[src/rtl/ksm_pkg.sv]
package ksm_pkg;

	// Field widths of the stream items
	localparam int FUNC_W     = 2;
	localparam int KEY_W      = 9;
	localparam int SLOT_W     = 6;
	localparam int POS_W      = 3;
	localparam int SEQLEN_W   = 4;
	localparam int ACT_W      = 6;
	localparam int STATUS_W   = 2;

	localparam int IN_FIELDS_W = KEY_W + SLOT_W + POS_W + SEQLEN_W + ACT_W;
	localparam int IN_DATA_W   = ((IN_FIELDS_W + 7) / 8) * 8;
	localparam int OUT_DATA_W  = ((ACT_W + 7) / 8) * 8;

	// tdata bit offsets, lowest field first
	localparam int KEY_LSB    = 0;
	localparam int SLOT_LSB   = KEY_LSB + KEY_W;
	localparam int POS_LSB    = SLOT_LSB + SLOT_W;
	localparam int SEQLEN_LSB = POS_LSB + POS_W;
	localparam int ACT_LSB    = SEQLEN_LSB + SEQLEN_W;

	// Function codes
	localparam logic [FUNC_W-1:0] FUNC_KEY   = 2'd0;
	localparam logic [FUNC_W-1:0] FUNC_WRITE = 2'd1;
	localparam logic [FUNC_W-1:0] FUNC_CLEAR = 2'd2;

	// Result status codes
	localparam logic [STATUS_W-1:0] ST_NONE    = 2'd0;
	localparam logic [STATUS_W-1:0] ST_PREFIX  = 2'd1;
	localparam logic [STATUS_W-1:0] ST_MATCH   = 2'd2;
	localparam logic [STATUS_W-1:0] ST_WRITTEN = 2'd3;

	typedef struct packed {
		logic                capture;
		logic                append;
		logic                retry;
		logic                flush;
		logic                scan_start;
		logic                tbl_write;
		logic                tbl_clear;
		logic                res_load;
		logic [STATUS_W-1:0] res_status;
		logic                out_load;
	} ksm_cmd_t;

	typedef struct packed {
		logic [FUNC_W-1:0] func;
		logic              wr_ok;
		logic              clr_ok;
		logic              scan_done;
		logic              scan_hit;
		logic              scan_full;
		logic              multi;
	} ksm_sts_t;

endpackage

[src/rtl/ksm_ctrl.sv]
module ksm_ctrl (
	input  logic              clk,
	input  logic              arst_n,
	input  logic              in_valid,
	output logic              in_ready,
	output logic              out_valid,
	input  logic              out_ready,
	input  ksm_pkg::ksm_sts_t sts,
	output ksm_pkg::ksm_cmd_t cmd
);
	import ksm_pkg::*;

	localparam logic [1:0] S_IDLE     = 2'd0;
	localparam logic [1:0] S_DISPATCH = 2'd1;
	localparam logic [1:0] S_SCAN     = 2'd2;
	localparam logic [1:0] S_RESULT   = 2'd3;

	logic [1:0] state_q;
	logic [1:0] state_d;
	logic       out_vld_q;

	assign in_ready  = (state_q == S_IDLE);
	assign out_valid = out_vld_q;

	always_comb begin
		cmd     = '0;
		state_d = state_q;
		case (state_q)
			S_IDLE: begin
				if (in_valid) begin
					cmd.capture = 1'b1;
					state_d     = S_DISPATCH;
				end
			end
			S_DISPATCH: begin
				case (sts.func)
					FUNC_KEY: begin
						cmd.append     = 1'b1;
						cmd.scan_start = 1'b1;
						state_d        = S_SCAN;
					end
					FUNC_WRITE: begin
						cmd.tbl_write  = sts.wr_ok;
						cmd.res_load   = 1'b1;
						cmd.res_status = sts.wr_ok ? ST_WRITTEN : ST_NONE;
						state_d        = S_RESULT;
					end
					FUNC_CLEAR: begin
						cmd.tbl_clear  = sts.clr_ok;
						cmd.res_load   = 1'b1;
						cmd.res_status = sts.clr_ok ? ST_WRITTEN : ST_NONE;
						state_d        = S_RESULT;
					end
					default: begin
						cmd.res_load   = 1'b1;
						cmd.res_status = ST_NONE;
						state_d        = S_RESULT;
					end
				endcase
			end
			S_SCAN: begin
				if (sts.scan_done) begin
					if (sts.scan_hit) begin
						cmd.res_load   = 1'b1;
						cmd.res_status = sts.scan_full ? ST_MATCH : ST_PREFIX;
						state_d        = S_RESULT;
					end else if (sts.multi) begin
						// retry the key alone
						cmd.retry      = 1'b1;
						cmd.scan_start = 1'b1;
					end else begin
						cmd.flush      = 1'b1;
						cmd.res_load   = 1'b1;
						cmd.res_status = ST_NONE;
						state_d        = S_RESULT;
					end
				end
			end
			S_RESULT: begin
				if (!out_vld_q || out_ready) begin
					cmd.out_load = 1'b1;
					state_d      = S_IDLE;
				end
			end
			default: begin
				state_d = S_IDLE;
			end
		endcase
	end

	always_ff @(posedge clk or negedge arst_n) begin
		if (!arst_n) begin
			state_q   <= S_IDLE;
			out_vld_q <= 1'b0;
		end else begin
			state_q <= state_d;
			if (cmd.out_load)
				out_vld_q <= 1'b1;
			else if (out_ready)
				out_vld_q <= 1'b0;
		end
	end

endmodule

[config.mk]
export PLATFORM = sky130hd
export DESIGN_NAME = ksm_ctrl
export DESIGN_NICKNAME = d
export VERILOG_FILES = /design/src/rtl/ksm_pkg.sv /design/src/rtl/ksm_ctrl.sv
export SDC_FILE = /design/constraint.sdc
export NUM_CORES = 1
export LEC_CHECK = 0
export ABC_CLOCK_PERIOD_IN_PS = 1500
export BUFFER_PORTS_ARGS = -buffer_cell sky130_fd_sc_hd__buf_2
export CAP_MARGIN = 20
export CORE_AREA = 3 3 40 42
export CTS_BUF_LIST = sky130_fd_sc_hd__clkbuf_8
export DETAILED_ROUTE_END_ITERATION = 8
export DIE_AREA = 0 0 43 45
export GPL_TIMING_DRIVEN = 0
export PLACE_DENSITY = 0.66
export SLEW_MARGIN = 15
export SYNTH_ARGS = -nofsm -noshare
export SYNTH_HDL_FRONTEND = slang
export SYNTH_SLANG_ARGS = --single-unit
[constraint.sdc]
create_clock -name clk -period 1.5 [get_ports clk]
set_clock_uncertainty 0.15 [all_clocks]
set_input_delay 0.15 -clock clk [delete_from_list [all_inputs] [get_ports clk]]
set_output_delay 0.15 -clock clk [all_outputs]
set_load 0.02 [all_outputs]
==> impl_table.tex <==
\begin{tabular}{lr}
\hline
Metric & Value \\
\hline
\multicolumn{2}{l}{\textbf{Outcome}} \\
Run status & finished, violations left \\
Violations in the final reports & setup timing \\
\multicolumn{2}{l}{\textbf{Timing}} \\
Setup\_tns & -1.28 ns \\
Tightest slew margin relative to the limit & 88.2\% \\
Final Critical Period & 1.72 ns \\
Slack of the critical path & -0.223 ns \\
Peak clock frequency supported by timing & 580 MHz \\
Setup-failing EPs final & 11 \\
Unrepaired setup endpoints after global routing & true \\
Number of pins with negative max-slew slack in the final report & 0 \\
Post-route clock period utilization & 115\% \\
Worst hold slack & 0.0663 ns \\
Final hold viol count & 0 \\
Transition time of the tightest slew-check pin & 0.175 ns \\
\multicolumn{2}{l}{\textbf{Hold path}} \\
Classification of the worst-slack hold path & input port to register \\
\multicolumn{2}{l}{\textbf{Final layout}} \\
Number of nets in the layout & 96 \\
Number of diodes added for antenna fixing & 0 \\
Fraction of layout instances using a drive strength above 1 & 73.1\% \\
Layout overhead on the synthesized area & 107\% \\
Final core utilization & 59.8\% \\
Highest-count cells in the layout ignoring fill and taps & 14 x buf\_2, 9 x buf\_6, 6 x buf\_4, 4 x ha\_4 \\
Commonest non-fill, non-tap cell in the layout & buf\_2 \\
Count of filler cells inserted in the layout & 110 \\
\multicolumn{2}{l}{\textbf{Detailed routing}} \\
Post-route DRC & 0 \\
DR vias/cell & 4.59 \\
First-pass iteration count of the detailed router & 4 \\
Wire length reported by the detailed router & 1030 um \\
Detailed router's first-iteration violation count & 5 \\
Antenna violation net count after detailed routing & 0 \\
Routed wire per std cell & 11.1 um \\
Via Count & 427 \\
\multicolumn{2}{l}{\textbf{Clocking}} \\
Clock Latency Late Sink & 0.22 ns \\
Clock buffers created by TritonCTS & 3 \\
Clock root buffer & clkbuf\_8 \\
Buffer depth of the longest clock path & 2 \\
Number of levels the H-tree was split into & 1 \\
TritonCTS Sinks & 3 \\
CTS tree & done \\
Reg clk slew, reported paths & 0.04 ns \\
\multicolumn{2}{l}{\textbf{Global routing}} \\
Number of global-route vias before repair & 408 \\
Number of antenna violations at the first check in global routing & 0 \\
Congestion Overflow GR & 0 \\
Maximum number of pins on one net before global-route repair & 7 \\
Total routing usage reported by global routing & 11.7\% \\
Wire length of the first global-routing pass & 1680 um \\
\multicolumn{2}{l}{\textbf{Setup path}} \\
Required arrival time at the worst endpoint & 1.45 ns \\
Type of element capturing the critical path & register \\
Critical Path Fanout Max & 3 \\
Arrival time of the worst setup path & 1.67 ns \\
Type of the setup path with the least slack & register to register \\
Startpoint Class & register \\
\multicolumn{2}{l}{\textbf{Pwr}} \\
Switching share of power & 39.7\% \\
Sequential power share & 13.1\% \\
Static leakage & 0.359 nW \\
Overall power consumption & 0.00150 W \\
Maximum vdd ir drop & 0.000850 V \\
Clock power frac & 15.6\% \\
Int Pwr & 0.000902 W \\
Switching power & 0.000593 W \\
Proportion of power drawn by combinational gates & 71.3\% \\
Power per Cell Area & 1950 nW/um\^{}2 \\
\multicolumn{2}{l}{\textbf{Floorplan}} \\
Cell Rows & 13 \\
Core box area & 1280 um\^{}2 \\
Die area & 1940 um\^{}2 \\
Top-Level Pins & 25 \\
Die Y & 45 um \\
Width of the die & 43 um \\
Starting density of the core & 28.8\% \\
\multicolumn{2}{l}{\textbf{Yosys}} \\
Distinct cell type count after synthesis & 27 \\
Ys Warns & 0 \\
Proportion of synthesized chip area in sequential cells & 20.3\% \\
Synthesized Nets & 61 \\
Cell count after synthesis & 44 \\
Synthesized cell area & 370 um\^{}2 \\
Mean instance size in the synthesized netlist & 8.42 um\^{}2 \\
Number of storage elements in the synthesis netlist & 3 \\
\multicolumn{2}{l}{\textbf{Placed design}} \\
Placement-stage worst setup slack & -0.141 ns \\
Buffers on Ports & 24 \\
Final GP Congestion & 0.658 \\
Hpwl dp & 752 um \\
\multicolumn{2}{l}{\textbf{Job}} \\
Number of max-cap violations & 0 \\
\hline
\end{tabular}
synth_stat cells, drive strengths merged:
library cell	instances	area share (%)
ha	5	17
and2	4	7.4
inv	4	4.1
o21ai	4	5.4
dfrtp	3	20
nand2	3	3.0
a21boi	2	4.1
nand2b	2	3.4
nor3b	2	4.1
a211oi	1	2.0
a21oi	1	1.4
a41oi	1	2.4
and2b	1	2.0
and3	1	1.7
and3b	1	2.4
and4b	1	2.7
mux2	1	4.1
nand3b	1	2.0
nand4	1	1.7
nand4b	1	2.4
nor2	1	1.0
nor2b	1	2.4
nor3	1	1.4
o21a	1	2.0
registers in the layout, summed over array words and instances, names as in the netlist:
register / cells
state_q: 2
out_valid: 1
area by class of cell:
class,instances,area [um^2],area share (%)
repair buffers,30,226,29.5
well taps,15,18.8,2.44
clock buffers,3,41.3,5.37
multi-input cells,37,384,50.0
inverters,4,17.5,2.28
flip-flops and latches,3,76.3,9.93
clock inverters,1,3.75,0.489
logic make-up after synthesis:
group / count (synthesis) / synth area share, %
simple gates: 21 / 37.5
compound gates: 10 / 17.2
mux: 1 / 4.05
fa+ha+maj: 5 / 16.9
buf+inv: 4 / 4.05
flops: 3 / 20.3
per-layer routing:
layer / vias up / wire length (um) / global-route usage [%]
li1: 223 / - / -
met1: 185 / 413 / 12.3
met2: 19 / 540 / 22.2
met3: 0 / 79 / 3.59
met4: 0 / 0 / 3.61
met5: - / 0 / 0
metrics by stage:
| stage | instances | area [um^2] |
|---|---|---|
| 3_5_place_dp | 83 | 547 |
| 3_3_place_gp | 83 | 547 |
| 4_1_cts | 91 | 712 |
| 6_report | 93 | 768 |
| 5_1_grt | 93 | 768 |
| 2_1_floorplan | 44 | 408 |
timing repair:
item / in CTS / in global routing
resized for setup: 25 / 13
pin swaps: 10 / 8
endpoints found under the hold margin: 3 / 0
setup buffers: 3 / 2
hold buffers: 1 / 0
endpoints found under the setup margin: 11 / 13
power groups by stage:
stage / clock network [W] / logic, W / registers [W]
after detailed placement: 0 / 0.000738 / 0.000180
after CTS: 0.000236 / 0.000953 / 0.000190
after floorplan: 0 / 0.000545 / 0.000185
after global placement: 0 / 0.000726 / 0.000179
after global routing: 0.000247 / 0.00115 / 0.000208
final: 0.000233 / 0.00107 / 0.000196
final timing paths:
check                        endpoint       start  slack, ns  cells after the start
setup / recovery           state_q[1]  state_q[1]      -0.22                      6
max in group asynchronous  state_q[0]      arst_n       0.95                      2
hold / removal              out_valid   out_ready       0.07                      3
setup reg to reg           state_q[1]  state_q[1]      -0.22                      6
hold reg to reg             out_valid   out_valid       0.37                      2
min in group asynchronous  state_q[1]      arst_n       0.11                      2
worst max-delay path: stages (launching register included):
cell     delay (ns)
dfrtp_1        0.41
buf_6          0.14
ha_4           0.15
and3b_2        0.21
nor2_2         0.11
and2_4         0.15
mux2_4         0.29
(Power assumes the default switching activity.)
